`config.mk`:
```
export PLATFORM = sky130hd
export DESIGN_NAME = trickle_gossip_timer_unit
export DESIGN_NICKNAME = d
export VERILOG_FILES = /design/src/hdl/tgt_pkg.sv /design/src/hdl/tgt_cfg_regs.sv /design/src/hdl/tgt_divider.sv /design/src/hdl/trickle_gossip_timer_unit.sv
export VERILOG_INCLUDE_DIRS = /design/src /design/src/hdl
export SDC_FILE = /design/constraint.sdc
export NUM_CORES = 1
export LEC_CHECK = 0
export BUFFER_PORTS_ARGS = -buffer_cell sky130_fd_sc_hd__buf_2
export CAP_MARGIN = 20
export CELL_PAD_IN_SITES_DETAIL_PLACEMENT = 1
export CELL_PAD_IN_SITES_GLOBAL_PLACEMENT = 2
export CORE_UTILIZATION = 24
export CTS_BUF_LIST = sky130_fd_sc_hd__clkbuf_4 sky130_fd_sc_hd__clkbuf_8 sky130_fd_sc_hd__clkbuf_16
export CTS_CLUSTER_DIAMETER = 40
export DETAILED_ROUTE_END_ITERATION = 12
export PLACE_DENSITY_LB_ADDON = 0.15
export SETUP_SLACK_MARGIN = 0.4
export SYNTH_ARGS = -nofsm -noshare
export SYNTH_HDL_FRONTEND = slang
export SYNTH_SLANG_ARGS = --single-unit
```
`constraint.sdc`:
```
create_clock -name i_clk -period 7.2 [get_ports i_clk]
set_input_delay 0.36 -clock i_clk [delete_from_list [all_inputs] [get_ports i_clk]]
set_output_delay 0.36 -clock i_clk [all_outputs]
set_load 0.02 [all_outputs]
```
`src/hdl/trickle_gossip_timer_unit_assert.svh`:
```
// Assertion macros used by the timer top level.
`ifndef TRICKLE_GOSSIP_TIMER_UNIT_ASSERT_SVH
`define TRICKLE_GOSSIP_TIMER_UNIT_ASSERT_SVH

// Same-cycle implication, checked at every rising edge outside reset.
`define TGT_ASSERT_NOW(lbl, ante, cons, msg) \
    lbl: assert property (@(posedge i_clk) disable iff (!i_rst_n) (ante) |-> (cons)) \
        else $error(msg);

// Next-cycle implication, checked at every rising edge outside reset.
`define TGT_ASSERT_NEXT(lbl, ante, cons, msg) \
    lbl: assert property (@(posedge i_clk) disable iff (!i_rst_n) (ante) |=> (cons)) \
        else $error(msg);

`endif

```
`src/hdl/tgt_pkg.sv`:
```
// Types and constants shared by the gossip timer modules.
package tgt_pkg;

    localparam int CMD_W   = 2;
    localparam int IVL_W   = 16;
    localparam int HALF_W  = IVL_W - 1;
    localparam int LIMIT_W = 8;
    localparam int EV_W    = 2;
    localparam int OUT_CNT_W = 8;

    localparam logic [CMD_W-1:0] CMD_TICK      = 2'd0;
    localparam logic [CMD_W-1:0] CMD_NEW_INFO  = 2'd1;
    localparam logic [CMD_W-1:0] CMD_REDUNDANT = 2'd2;
    localparam logic [CMD_W-1:0] CMD_RESTART   = 2'd3;

    localparam logic [EV_W-1:0] EV_NONE       = 2'd0;
    localparam logic [EV_W-1:0] EV_SENT       = 2'd1;
    localparam logic [EV_W-1:0] EV_SUPPRESSED = 2'd2;
    localparam logic [EV_W-1:0] EV_PRUNE      = 2'd3;

    localparam logic [1:0] REG_INTERVAL_LOW  = 2'd0;
    localparam logic [1:0] REG_INTERVAL_HIGH = 2'd1;
    localparam logic [1:0] REG_REDUND_LIMIT  = 2'd2;

    localparam logic [IVL_W-1:0]   RST_INTERVAL_LOW  = 16'd64;
    localparam logic [IVL_W-1:0]   RST_INTERVAL_HIGH = 16'd4096;
    localparam logic [LIMIT_W-1:0] RST_REDUND_LIMIT  = 8'd3;

    // The remainder unit retires one dividend bit per step.
    localparam int DIV_STEPS = IVL_W;
    localparam int DIV_CNT_W = $clog2(DIV_STEPS);

    typedef enum logic [2:0] {
        ST_IDLE,
        ST_EVAL,
        ST_START,
        ST_DRAW,
        ST_DONE
    } t_state;

    typedef struct packed {
        logic [IVL_W-1:0]   interval_low;
        logic [IVL_W-1:0]   interval_high;
        logic [LIMIT_W-1:0] redundancy_limit;
    } t_cfg;

endpackage

```
`src/hdl/tgt_cfg_regs.sv`:
```
// Configuration register file behind the APB-style port.
module tgt_cfg_regs (
    input  logic              i_clk,
    input  logic              i_rst_n,
    input  logic              i_psel,
    input  logic              i_penable,
    input  logic              i_pwrite,
    input  logic [3:0]        i_paddr,
    input  logic [31:0]       i_pwdata,
    output logic [31:0]       o_prdata,
    output tgt_pkg::t_cfg     o_cfg
);

    tgt_pkg::t_cfg r_cfg;
    logic          w_wr;

    assign w_wr  = i_psel && i_penable && i_pwrite;
    assign o_cfg = r_cfg;

    always_ff @(posedge i_clk) begin
        if (!i_rst_n) begin
            r_cfg.interval_low     <= tgt_pkg::RST_INTERVAL_LOW;
            r_cfg.interval_high    <= tgt_pkg::RST_INTERVAL_HIGH;
            r_cfg.redundancy_limit <= tgt_pkg::RST_REDUND_LIMIT;
        end else if (w_wr) begin
            case (i_paddr[3:2])
                tgt_pkg::REG_INTERVAL_LOW: begin
                    r_cfg.interval_low <= i_pwdata[tgt_pkg::IVL_W-1:0];
                end
                tgt_pkg::REG_INTERVAL_HIGH: begin
                    r_cfg.interval_high <= i_pwdata[tgt_pkg::IVL_W-1:0];
                end
                tgt_pkg::REG_REDUND_LIMIT: begin
                    r_cfg.redundancy_limit <= i_pwdata[tgt_pkg::LIMIT_W-1:0];
                end
                default: begin
                end
            endcase
        end
    end

    always_comb begin
        case (i_paddr[3:2])
            tgt_pkg::REG_INTERVAL_LOW:  o_prdata = 32'(r_cfg.interval_low);
            tgt_pkg::REG_INTERVAL_HIGH: o_prdata = 32'(r_cfg.interval_high);
            tgt_pkg::REG_REDUND_LIMIT:  o_prdata = 32'(r_cfg.redundancy_limit);
            default:                    o_prdata = 32'd0;
        endcase
    end

endmodule

```
`src/hdl/tgt_divider.sv`:
```
// Bit-serial restoring remainder unit: one dividend bit per cycle.
module tgt_divider (
    input  logic                        i_clk,
    input  logic                        i_rst_n,
    input  logic                        i_start,
    input  logic [tgt_pkg::IVL_W-1:0]   i_dividend,
    input  logic [tgt_pkg::HALF_W-1:0]  i_divisor,
    output logic                        o_done,
    output logic [tgt_pkg::HALF_W-1:0]  o_rem
);

    logic                           r_busy;
    logic                           r_done;
    logic [tgt_pkg::DIV_CNT_W-1:0]  r_cnt;
    logic [tgt_pkg::IVL_W-1:0]      r_dvd;
    logic [tgt_pkg::IVL_W-1:0]      r_rem;
    logic [tgt_pkg::HALF_W-1:0]     r_div;
    logic [tgt_pkg::IVL_W-1:0]      w_trial;
    logic [tgt_pkg::IVL_W-1:0]      w_div_ext;
    logic [tgt_pkg::IVL_W-1:0]      w_rem_next;

    // The partial remainder stays below the divisor, so one shifted bit fits.
    assign w_trial    = {r_rem[tgt_pkg::IVL_W-2:0], r_dvd[tgt_pkg::IVL_W-1]};
    assign w_div_ext  = {1'b0, r_div};
    assign w_rem_next = (w_trial >= w_div_ext) ? (w_trial - w_div_ext) : w_trial;

    always_ff @(posedge i_clk) begin
        if (!i_rst_n) begin
            r_busy <= 1'b0;
            r_done <= 1'b0;
            r_cnt  <= '0;
        end else begin
            r_done <= 1'b0;
            if (i_start) begin
                r_busy <= 1'b1;
                r_cnt  <= '0;
            end else if (r_busy) begin
                r_cnt <= r_cnt + tgt_pkg::DIV_CNT_W'(1);
                if (r_cnt == tgt_pkg::DIV_CNT_W'(tgt_pkg::DIV_STEPS - 1)) begin
                    r_busy <= 1'b0;
                    r_done <= 1'b1;
                end
            end
        end
    end

    always_ff @(posedge i_clk) begin
        if (i_start) begin
            r_dvd <= i_dividend;
            r_div <= i_divisor;
            r_rem <= '0;
        end else if (r_busy) begin
            r_dvd <= {r_dvd[tgt_pkg::IVL_W-2:0], 1'b0};
            r_rem <= w_rem_next;
        end
    end

    assign o_done = r_done;
    assign o_rem  = r_rem[tgt_pkg::HALF_W-1:0];

endmodule

```
`src/hdl/trickle_gossip_timer_unit.sv`:
```
// Trickle-style adaptive gossip timer, top level.
//
// The timer takes one event word at a time on the slave stream (tick, reception
// with new information, redundant reception, restart) and returns exactly one
// result word on the master stream for each. A tick, a redundant reception or
// an expiry that ends in a prune reset goes from an evaluate state straight to
// the result register. An item that draws a new countdown (an expiry that sends
// or suppresses, a new-info reception or a restart) goes from evaluation through
// a start state and the one-bit steps of the remainder unit, which forms rand mod
// (interval/2), before it reaches the result register. The input is not ready
// while an item is in work; a finished result sits in an output register, and
// the block waits only if that register is still full when the next result is
// ready. Configuration registers are written through the APB-style port at byte
// addresses 0 (interval_low), 4 (interval_high) and 8 (redundancy_limit); they
// should be written only while the timer is idle.
module trickle_gossip_timer_unit #(
    parameter int TIME_BITS  = 16,
    parameter int COUNT_BITS = 8
) (
    input  logic        i_clk,
    input  logic        i_rst_n,
    // Slave stream.
    input  logic        s_axis_tvalid,
    output logic        s_axis_tready,
    input  logic [23:0] s_axis_tdata,   // [15:0] rand_value, [16] prune_request, rest zero
    input  logic [1:0]  s_axis_tuser,   // [1:0] cmd
    // Master stream.
    output logic        m_axis_tvalid,
    input  logic        m_axis_tready,
    output logic [47:0] m_axis_tdata,   // [15:0] interval_now, [31:16] countdown_now,
                                        // [32] armed_now, [40:33] redundant_now, rest zero
    output logic [1:0]  m_axis_tuser,   // [1:0] event_res
    // Configuration port.
    input  logic        psel,
    input  logic        penable,
    input  logic        pwrite,
    input  logic [3:0]  paddr,
    input  logic [31:0] pwdata,
    output logic [31:0] prdata,
    output logic        pready
);

`include "trickle_gossip_timer_unit_assert.svh"

    localparam int CMP_W = (COUNT_BITS > tgt_pkg::OUT_CNT_W) ? COUNT_BITS : tgt_pkg::OUT_CNT_W;

    tgt_pkg::t_cfg  w_cfg;
    tgt_pkg::t_state r_state;
    tgt_pkg::t_state n_state;

    // Latched input word.
    logic [tgt_pkg::CMD_W-1:0]  r_cmd;
    logic [tgt_pkg::IVL_W-1:0]  r_rand;
    logic                       r_prune;

    // Timer state.
    logic [tgt_pkg::IVL_W-1:0]  r_interval;
    logic [tgt_pkg::IVL_W-1:0]  r_countdown;
    logic                       r_armed;
    logic [COUNT_BITS-1:0]      r_count;
    logic [TIME_BITS-1:0]       r_time;
    logic [TIME_BITS-1:0]       r_last;
    logic [tgt_pkg::EV_W-1:0]   r_event;

    // Output register.
    logic                           r_out_valid;
    logic [tgt_pkg::EV_W-1:0]       r_out_event;
    logic [tgt_pkg::IVL_W-1:0]      r_out_interval;
    logic [tgt_pkg::IVL_W-1:0]      r_out_countdown;
    logic                           r_out_armed;
    logic [tgt_pkg::OUT_CNT_W-1:0]  r_out_count;

    // Control strobes.
    logic w_accept;
    logic w_div_start;
    logic w_out_load;
    logic w_out_free;

    // Datapath terms.
    logic [TIME_BITS-1:0]           w_time_inc;
    logic [tgt_pkg::IVL_W-1:0]      w_cd_dec;
    logic                           w_expire;
    logic                           w_prune;
    logic [tgt_pkg::IVL_W:0]        w_doubled;
    logic [tgt_pkg::IVL_W-1:0]      w_interval_dbl;
    logic [CMP_W-1:0]               w_count_ext;
    logic                           w_suppress;
    logic [tgt_pkg::HALF_W-1:0]     w_half;
    logic                           w_div_done;
    logic [tgt_pkg::HALF_W-1:0]     w_rem;
    logic [tgt_pkg::IVL_W-1:0]      w_sum;
    logic [tgt_pkg::IVL_W-1:0]      w_draw;
    logic                           w_keep;

    tgt_cfg_regs u_cfg (
        .i_clk     (i_clk),
        .i_rst_n   (i_rst_n),
        .i_psel    (psel),
        .i_penable (penable),
        .i_pwrite  (pwrite),
        .i_paddr   (paddr),
        .i_pwdata  (pwdata),
        .o_prdata  (prdata),
        .o_cfg     (w_cfg)
    );

    assign pready = 1'b1;

    // The countdown draw divides the random word by half the current interval.
    assign w_half = r_interval[tgt_pkg::IVL_W-1:1];

    tgt_divider u_div (
        .i_clk      (i_clk),
        .i_rst_n    (i_rst_n),
        .i_start    (w_div_start),
        .i_dividend (r_rand),
        .i_divisor  (w_half),
        .o_done     (w_div_done),
        .o_rem      (w_rem)
    );

    // Tick and expiry terms, evaluated in the cycle after acceptance.
    assign w_time_inc = r_time + TIME_BITS'(1);
    assign w_cd_dec   = (r_countdown != '0) ? (r_countdown - tgt_pkg::IVL_W'(1)) : r_countdown;
    assign w_expire   = r_armed && (w_cd_dec == '0);
    assign w_prune    = (w_time_inc < r_last) && r_prune;

    // Doubling saturates at the ceiling as programmed, even below the floor.
    assign w_doubled      = {r_interval, 1'b0};
    assign w_interval_dbl = (w_doubled > {1'b0, w_cfg.interval_high}) ?
                            w_cfg.interval_high : w_doubled[tgt_pkg::IVL_W-1:0];

    assign w_count_ext = CMP_W'(r_count);
    assign w_suppress  = w_count_ext >= CMP_W'(w_cfg.redundancy_limit);

    // A zero half drops the modulo term, and a zero draw is bumped to one.
    assign w_sum  = {1'b0, w_half} + ((w_half != '0) ? {1'b0, w_rem} : '0);
    assign w_draw = (w_sum == '0) ? tgt_pkg::IVL_W'(1) : w_sum;
    assign w_keep = (r_cmd != tgt_pkg::CMD_TICK) && r_armed && (r_countdown < w_draw);

    assign w_out_free = !r_out_valid || m_axis_tready;

    // Sequencer: next state.
    always_comb begin
        n_state = r_state;
        case (r_state)
            tgt_pkg::ST_IDLE: begin
                if (s_axis_tvalid) begin
                    n_state = tgt_pkg::ST_EVAL;
                end
            end
            tgt_pkg::ST_EVAL: begin
                case (r_cmd)
                    tgt_pkg::CMD_TICK: begin
                        n_state = (w_expire && !w_prune) ? tgt_pkg::ST_START : tgt_pkg::ST_DONE;
                    end
                    tgt_pkg::CMD_REDUNDANT: begin
                        n_state = tgt_pkg::ST_DONE;
                    end
                    default: begin
                        n_state = tgt_pkg::ST_START;
                    end
                endcase
            end
            tgt_pkg::ST_START: begin
                n_state = tgt_pkg::ST_DRAW;
            end
            tgt_pkg::ST_DRAW: begin
                if (w_div_done) begin
                    n_state = tgt_pkg::ST_DONE;
                end
            end
            tgt_pkg::ST_DONE: begin
                if (w_out_free) begin
                    n_state = tgt_pkg::ST_IDLE;
                end
            end
            default: begin
                n_state = tgt_pkg::ST_IDLE;
            end
        endcase
    end

    // Sequencer: strobes.
    always_comb begin
        s_axis_tready = 1'b0;
        w_div_start   = 1'b0;
        w_out_load    = 1'b0;
        case (r_state)
            tgt_pkg::ST_IDLE:  s_axis_tready = 1'b1;
            tgt_pkg::ST_START: w_div_start   = 1'b1;
            tgt_pkg::ST_DONE:  w_out_load    = w_out_free;
            default: begin
            end
        endcase
    end

    assign w_accept = s_axis_tvalid && s_axis_tready;

    always_ff @(posedge i_clk) begin
        if (!i_rst_n) begin
            r_state <= tgt_pkg::ST_IDLE;
        end else begin
            r_state <= n_state;
        end
    end

    always_ff @(posedge i_clk) begin
        if (w_accept) begin
            r_cmd   <= s_axis_tuser;
            r_rand  <= s_axis_tdata[tgt_pkg::IVL_W-1:0];
            r_prune <= s_axis_tdata[tgt_pkg::IVL_W];
        end
    end

    // Timer state updates.
    always_ff @(posedge i_clk) begin
        if (!i_rst_n) begin
            r_interval  <= '0;
            r_countdown <= '0;
            r_armed     <= 1'b0;
            r_count     <= '0;
            r_time      <= '0;
            r_last      <= '0;
            r_event     <= tgt_pkg::EV_NONE;
        end else if (r_state == tgt_pkg::ST_EVAL) begin
            r_event <= tgt_pkg::EV_NONE;
            case (r_cmd)
                tgt_pkg::CMD_TICK: begin
                    r_time <= w_time_inc;
                    if (r_armed) begin
                        r_countdown <= w_cd_dec;
                    end
                    if (w_expire) begin
                        if (w_prune) begin
                            // Time wrapped below the last broadcast: back off and disarm.
                            r_count     <= '0;
                            r_interval  <= w_cfg.interval_low;
                            r_countdown <= '0;
                            r_armed     <= 1'b0;
                            r_event     <= tgt_pkg::EV_PRUNE;
                        end else begin
                            r_last     <= w_time_inc;
                            r_interval <= w_interval_dbl;
                            if (w_suppress) begin
                                r_count <= '0;
                                r_event <= tgt_pkg::EV_SUPPRESSED;
                            end else begin
                                r_event <= tgt_pkg::EV_SENT;
                            end
                        end
                    end
                end
                tgt_pkg::CMD_REDUNDANT: begin
                    if (r_count != '1) begin
                        r_count <= r_count + COUNT_BITS'(1);
                    end
                end
                default: begin
                    r_count    <= '0;
                    r_interval <= w_cfg.interval_low;
                end
            endcase
        end else if (r_state == tgt_pkg::ST_DRAW && w_div_done) begin
            // A new-info reception or a restart leaves an earlier pending expiry in place.
            if (!w_keep) begin
                r_countdown <= w_draw;
                r_armed     <= 1'b1;
            end
        end
    end

    // Output register.
    always_ff @(posedge i_clk) begin
        if (!i_rst_n) begin
            r_out_valid <= 1'b0;
        end else if (w_out_load) begin
            r_out_valid <= 1'b1;
        end else if (m_axis_tready) begin
            r_out_valid <= 1'b0;
        end
    end

    always_ff @(posedge i_clk) begin
        if (w_out_load) begin
            r_out_event     <= r_event;
            r_out_interval  <= r_interval;
            r_out_countdown <= r_armed ? r_countdown : '0;
            r_out_armed     <= r_armed;
            r_out_count     <= w_count_ext[tgt_pkg::OUT_CNT_W-1:0];
        end
    end

    assign m_axis_tvalid = r_out_valid;
    assign m_axis_tuser  = r_out_event;
    assign m_axis_tdata  = {7'd0, r_out_count, r_out_armed, r_out_countdown, r_out_interval};

    // An armed timer at rest always has time left to run.
    `TGT_ASSERT_NOW(a_armed_nonzero, (r_state == tgt_pkg::ST_IDLE) && r_armed, r_countdown != '0, "armed timer idle with zero countdown")
    // An accepted word is evaluated in the next cycle.
    `TGT_ASSERT_NEXT(a_accept_eval, w_accept, r_state == tgt_pkg::ST_EVAL, "accepted word not evaluated")
    // The remainder unit finishes only while the sequencer waits for it.
    `TGT_ASSERT_NOW(a_div_done_draw, w_div_done, r_state == tgt_pkg::ST_DRAW, "remainder finished outside draw")
    // A suppressed broadcast always reports a cleared redundancy count.
    `TGT_ASSERT_NOW(a_suppress_clear, r_out_valid && (r_out_event == tgt_pkg::EV_SUPPRESSED), r_out_count == '0, "suppression without cleared count")

endmodule
```
### After elaboration in Yosys (flattened, before gate mapping)

Cells that the tools add are included.

* add/subtract/negate cells: 6
* multiplexer cells: 48
* $lt $le $gt $ge: 5
* bitwise logic cells: 4
* equal/unequal tests: 19
* reduce and logical (&&, ||, !) cells: 35

Operator list (number)
* $mux 16: 14
* $pmux 16 s3: 1
* $logic_not 16->1: 2
* $lt 16x16->1: 2
* $mux 8: 4
* $pmux 16 s2: 1
* $mux 15: 2
* $gt 17x16->1: 1
* $add 15x15->16: 1
* $add 16x1->16 const B: 1
* $ge 16x15->1: 1
* $pmux 8 s2: 1
* $reduce_bool 16->1: 1
* $sub 16x1->16 const B: 1
* $mux 1: 15
* $pmux 3 s5: 1
* $reduce_bool 15->1: 1
* $sub 15x15->15: 1
* $mux 3: 4
* $ne 2x2->1 const B: 6
* $logic_and 1x1->1: 9
* $reduce_and 3->1: 3
* $add 8x1->8 const B: 1
* $ge 8x8->1: 1
* other kinds (23): 42

* register bits after elaboration: 233
* input port bits: 69
* logic and storage cells: 143
* output and inout port bits: 85

### Longest topological paths before layout

* depth in word-level cells: 10
* mapped depth: 24
* gate-level depth less buffers: 22

### Modules after synthesis

A second synthesis with hierarchy kept.

* cells, all modules: 1427
* area, all modules: 13528.0 µm²

Modules (own cells, without submodules)
* trickle_gossip_timer_unit: cells an instance 959, area each 8797.2 µm², sequential area each 3443.3 µm², times used 1
* tgt_divider: cells an instance 249, area each 2765.2 µm², sequential area each 1351.3 µm², times used 1
* tgt_cfg_regs: cells an instance 219, area each 1965.6 µm², sequential area each 800.8 µm², times used 1

### Worst setup path before layout

OpenSTA, ideal clock, no wires.

* kind: register -> register
* start point: reg r_interval[8] (netlist name)
* end point: reg r_countdown[11] (netlist name)
* setup slack: 2382 ps
* data arrival time: 4702 ps
* stages on the path, launching flop included: 23
* path buffers: 1
* data required time: 7084 ps
* setup time: 116 ps
* clock period less this slack: 4818 ps
* cells stage by stage: dfxtp_1 > nor4_1 > nand4_1 > clkbuf_1 > and2_1 > ha_1 > inv_1 > fa_1 > nor2b_4 > o2111a_1 > nor3_1 > or4_1 > and3_1 > ha_1 > a21o_1 > a21o_1 > a21o_1 > a21o_1 > a31oi_1 > a2bb2oi_1 > nand2_4 > and3_1 > a31o_2

* cells in the longest elaborated chain, start to end: 9
* elaborated cells between the ends (all ways): 12
* those cells by class: 1 x add/sub; 1 x order compare; 1 x eq/ne; 5 x mux; 4 x reduce/logical

Ends and longest elaborated chain
* start, declared: line trickle_gossip_timer_unit.sv:57 `logic [tgt_pkg::IVL_W-1:0] r_interval;`
* start signal, assigned: line trickle_gossip_timer_unit.sv:238 `r_interval <= w_cfg.interval_low;`
* start signal, assigned: line trickle_gossip_timer_unit.sv:244 `r_interval <= w_interval_dbl;`
* start signal, assigned: line trickle_gossip_timer_unit.sv:261 `r_interval <= w_cfg.interval_low;`
* $reduce_bool 15->1: line trickle_gossip_timer_unit.sv:137 `assign w_sum = {1'b0, w_half} + ((w_half != '0) ? {1'b0, w_rem} : '0);`
* $mux 15: line trickle_gossip_timer_unit.sv:137
* $add 15x15->16 *: line trickle_gossip_timer_unit.sv:137
* $logic_not 16->1: line trickle_gossip_timer_unit.sv:138 `assign w_draw = (w_sum == '0) ? tgt_pkg::IVL_W'(1) : w_sum;`
* $mux 16 *: line trickle_gossip_timer_unit.sv:138
* $lt 16x16->1: line trickle_gossip_timer_unit.sv:139 `assign w_keep = (r_cmd != tgt_pkg::CMD_TICK) && r_armed && (r_countdown < w_draw);`
* $logic_and 1x1->1: line trickle_gossip_timer_unit.sv:139
* $ne 2x1->1 (no source line)
* $reduce_and 3->1 (no source line)
* end signal, assigned: line trickle_gossip_timer_unit.sv:232 `r_countdown <= w_cd_dec;`
* end signal, assigned: line trickle_gossip_timer_unit.sv:267 `r_countdown <= w_draw;`
* end, declared: line trickle_gossip_timer_unit.sv:58 `logic [tgt_pkg::IVL_W-1:0] r_countdown;`

Mark *: on every way between the ends. The rest lies on a longest branch, timed or not. The select of a mux whose other input is x is not followed.
A chain may end at the register's enable or synchronous reset.

### Worst setup path after layout

* start point: reg r_interval[9] (netlist name)
* end point: reg r_countdown[11] (netlist name)

Same word-level chain as after synthesis.

==> impl_metrics.tcl <==
set metrics [dict create \
    run_status "finished clean" \
    r2r.worst_path.cells 22 \
    synth_flop_cell "sky130_fd_sc_hd__dfxtp_1" \
    first_global_vias 11570 \
    post_synth_main_area_contributors "sky130_fd_sc_hd__dfxtp_1 21%, sky130_fd_sc_hd__edfxtp_1 21%, sky130_fd_sc_hd__ha_1 8.2%, sky130_fd_sc_hd__nand2_1 5.3%, sky130_fd_sc_hd__a21oi_1 3.8%" \
    finalSetupViolCount 0 \
    clock_tree.root_cell "sky130_fd_sc_hd__clkbuf_16" \
    power_density_nw_per_um2 311.5 \
    post-route-drc-count 0 \
    cts_buffers 53 \
    worst_vdd_ir_mv 0.2023 \
    route.detailed.wl_per_inst_um 18.25 \
    netlist_instances 1480 \
    arrival_ps 6520 \
    edff_count_synth 93 \
    whs_ps 41.00 \
    clk_skew_ps 27.07 \
    number_of_slew_limit_violations_in_the_final_report 0 \
    critical_path.slowest_cell "sky130_fd_sc_hd__a2bb2oi_1" \
    syn_area_per_cell_um2 8.971 \
    width_of_the_die_um 237.2 \
    place.port_buffers 104 \
    drt_first_pass_iters 4 \
    detailed_place.area_um2 14490 \
    power_leakage_nw 6.873 \
    grt_setup_unrepaired "no" \
    core_um2 54240 \
    synth.ff_latch_count 233 \
    dr_wl_met3_um 1306 \
    wirelength_met1_um 20880 \
    die_height_um 237.2 \
    hold_path_depth 3 \
    critPathBufInv 1 \
    die_area_um2 56260 \
    cp_top_family "simple AND/OR/NAND/NOR gates" \
    cp_slowest_stage_delay_ps 510 \
    crit_chain "nor4_1 > nand4_1 > and2_1 > ha_1 > inv_1 > fa_1 > nor2b_4 > o2111a_1 > nor3_1 > nor3b_1 > or2_2 > ha_1 > a21o_1 > a21o_1 > a21o_1 > a21o_1 > a21o_1 > a31oi_1 > a2bb2oi_1 > nand2_4 > and3_1 > a31o_2" \
    place.detailed.hpwl_um 30830 \
    synthesis.area_um2 13280 \
    cp.depth 22 \
    layout_common_cells "186 x sky130_fd_sc_hd__nand2_1, 140 x sky130_fd_sc_hd__dfxtp_1, 125 x sky130_fd_sc_hd__nor2_1, 104 x sky130_fd_sc_hd__buf_2, 101 x sky130_fd_sc_hd__a21oi_1" \
    finalCoreUtilization_pct 30.93 \
    period_share_pct 83.97 \
    layout_commonest_cell "sky130_fd_sc_hd__nand2_1" \
    final_worst_path_period_need_ps 6046 \
    placementRows 85 \
    tritoncts_clock_tree "built" \
    drtAntennaViolNets 0 \
    dr_wl_met2_um 20090 \
    drt-vias-per-instance 4.752 \
    yosysTopAreaCellShare_pct 21.11 \
    grt_start_max_net_pins 58 \
    nets 1781 \
    gp_congestion 0.7654 \
    starting_utilization_of_the_core_area_pct 24.48 \
    critPathKind "register to register" \
    dr_total_vias 11230 \
    yosys_warnings 0 \
    gr-usage-all-layers_pct 15.31 \
    hold_viol_final 0 \
    drt_first_iter_violations 438 \
    areaGrowthSynthToFinish_pct 26.34 \
    synthArstFlopShare_pct 0 \
    final.fill_count 6243 \
    synth_largest_area_cell "sky130_fd_sc_hd__dfxtp_1" \
    cap_violations 0 \
    design_area_um2 16770 \
    yosysUniqueCellTypes 87 \
    element_type_at_the_critical_path_end "register" \
    critical-path-top-cell-by-count "sky130_fd_sc_hd__a21o_1" \
    antennaDiodeCount 0 \
    timing.critical_path.required_ps 7670 \
    clk_pin_slew_ps 50 \
    design.portCount 154 \
    path_max_fanout 26 \
    worstSetupStartpointType "register" \
    worst_skew_pair.late_latency_ps 600 \
    relative_max_transition_margin_pct 36.16 \
    setup_total_negative_slack_ps 0 \
    grt_pass1_wl_um 67420 \
    wirelength_um 43150 \
    number_of_gates_resized_after_cts 0 \
    grt_antenna_before_repair 0 \
    max_slew.worst_pin.slew_ps 948.9 \
    cts-root-to-sink-buffers 3 \
    cts_max_level 2 \
    top_achievable_clock_speed_mhz 165.4 \
    cts_setup_buffers 0 \
    layout-drive-gt1-share_pct 16.13 \
    global_route.overflow_total 0 \
    synth.yosys.seq_area_share_pct 42.14 \
    routed.top_layer "met4" \
    hold_class "primary input to register" \
    tritoncts_num_sinks 233 \
]
==> where the power goes <==
part / leakage [nW] / internal (W) / switching [W]
registers: 1.96 / 0.00146 / 0.0000870
clock network: 0.961 / 0.00185 / 0.000841
logic: 3.95 / 0.000390 / 0.000596
==> registers in the layout, indices dropped and copies added (netlist names), 15 cells and up <==
name	flops
u_cfg.o_cfg	40
r_countdown	16
r_interval	16
r_last	16
r_out_countdown	16
r_out_interval	16
r_rand	16
r_time	16
u_div.r_dvd	16
u_div.r_div	15
u_div.r_rem	15
==> worst min-delay path, stage by stage <==
cell and delay, ps:
sky130_fd_sc_hd__buf_2 130, sky130_fd_sc_hd__nand2_1 50, sky130_fd_sc_hd__a21oi_1 50
==> area by class of cell <==
type | count | area, um^2 | share of cell area (%)
timing repair buffer | 158 | 1002 | 5.975
clock buffer | 62 | 1425 | 8.496
clock inverter | 38 | 559.3 | 3.334
sequential | 233 | 5595 | 33.36
tap | 696 | 870.8 | 5.192
multi-input combinational | 1094 | 7009 | 41.79
inverter | 83 | 311.5 | 1.857
==> cell usage after synthesis, types with 5 or more instances <==
library cell,count
sky130_fd_sc_hd__nand2_1,186
sky130_fd_sc_hd__o2111ai_1,5
sky130_fd_sc_hd__a22o_1,17
sky130_fd_sc_hd__nor2b_1,14
sky130_fd_sc_hd__buf_4,26
sky130_fd_sc_hd__o21ai_0,75
sky130_fd_sc_hd__edfxtp_1,93
sky130_fd_sc_hd__or3_1,12
sky130_fd_sc_hd__nor3_1,33
sky130_fd_sc_hd__or2_2,5
sky130_fd_sc_hd__clkbuf_1,50
sky130_fd_sc_hd__xnor2_1,21
sky130_fd_sc_hd__or4_1,5
sky130_fd_sc_hd__a21o_1,22
sky130_fd_sc_hd__a21oi_1,101
sky130_fd_sc_hd__xor2_1,26
sky130_fd_sc_hd__and2_1,31
sky130_fd_sc_hd__mux2i_1,50
sky130_fd_sc_hd__buf_1,6
sky130_fd_sc_hd__nand3_1,50
sky130_fd_sc_hd__nand4_1,28
sky130_fd_sc_hd__buf_2,6
sky130_fd_sc_hd__nor2_1,125
sky130_fd_sc_hd__dfxtp_1,140
sky130_fd_sc_hd__nor4_1,9
sky130_fd_sc_hd__inv_1,82
sky130_fd_sc_hd__o31ai_1,5
sky130_fd_sc_hd__a31o_1,5
sky130_fd_sc_hd__ha_1,87
sky130_fd_sc_hd__nand2b_1,8
sky130_fd_sc_hd__o21a_1,7
sky130_fd_sc_hd__and3_1,14
sky130_fd_sc_hd__a31oi_1,23
sky130_fd_sc_hd__a211oi_1,15
==> stage by stage <==
| stage | total power (W) | setup slack [ps] | instances |
|---|---|---|---|
| 4_1_cts | 0.005322 | 1055 | 2363 |
| 3_5_place_dp | 0.002561 | 1099 | 2234 |
| 6_report | 0.005226 | 1154 | 2364 |
| 5_1_grt | 0.005508 | 677.6 | 2364 |
| 3_3_place_gp | 0.002552 | 1196 | 2234 |
| 2_1_floorplan | 0.002278 | 2382 | 1502 |
==> metal layers <==
metal / global-route usage, % / up-vias
li1: - / 5561
met2: 25.15 / 124
met5: 0 / -
met1: 20.44 / 5480
met3: 2.903 / 69
met4: 4.164 / 0
==> cells by family (layout without fill, tap and decap cells) <==
family	Yosys count	count (layout)	share of synthesized area [%]
flip-flops	233	233	42.14
other	2	24	0.05657
multiplexers	52	52	3.939
AND/OR/NAND/NOR	553	553	20.22
AO/OA/AOI/OAI	329	329	16.07
XOR/XNOR	47	47	3.101
buffers and inverters	175	341	5.966
adder cells (fa/ha/maj)	89	89	8.501
==> final timing paths <==
| path | startpoint | end | slack, ps |
|---|---|---|---|
| worst max-delay path | r_interval[9] | r_countdown[11] | 1150 |
| worst min-delay path | pwdata[1] | u_cfg.o_cfg[9] | 40 |
| worst max register to register | r_interval[9] | r_countdown[11] | 1150 |
| worst min register to register | r_last[0] | r_last[0] | 450 |
==> timing repair <==
action                                 in CTS  in global routing
hold buffers                               29                  0
setup endpoints to repair                   0                  0
endpoints found under the hold margin      37                  0
Power figures use the tool's default switching activity.
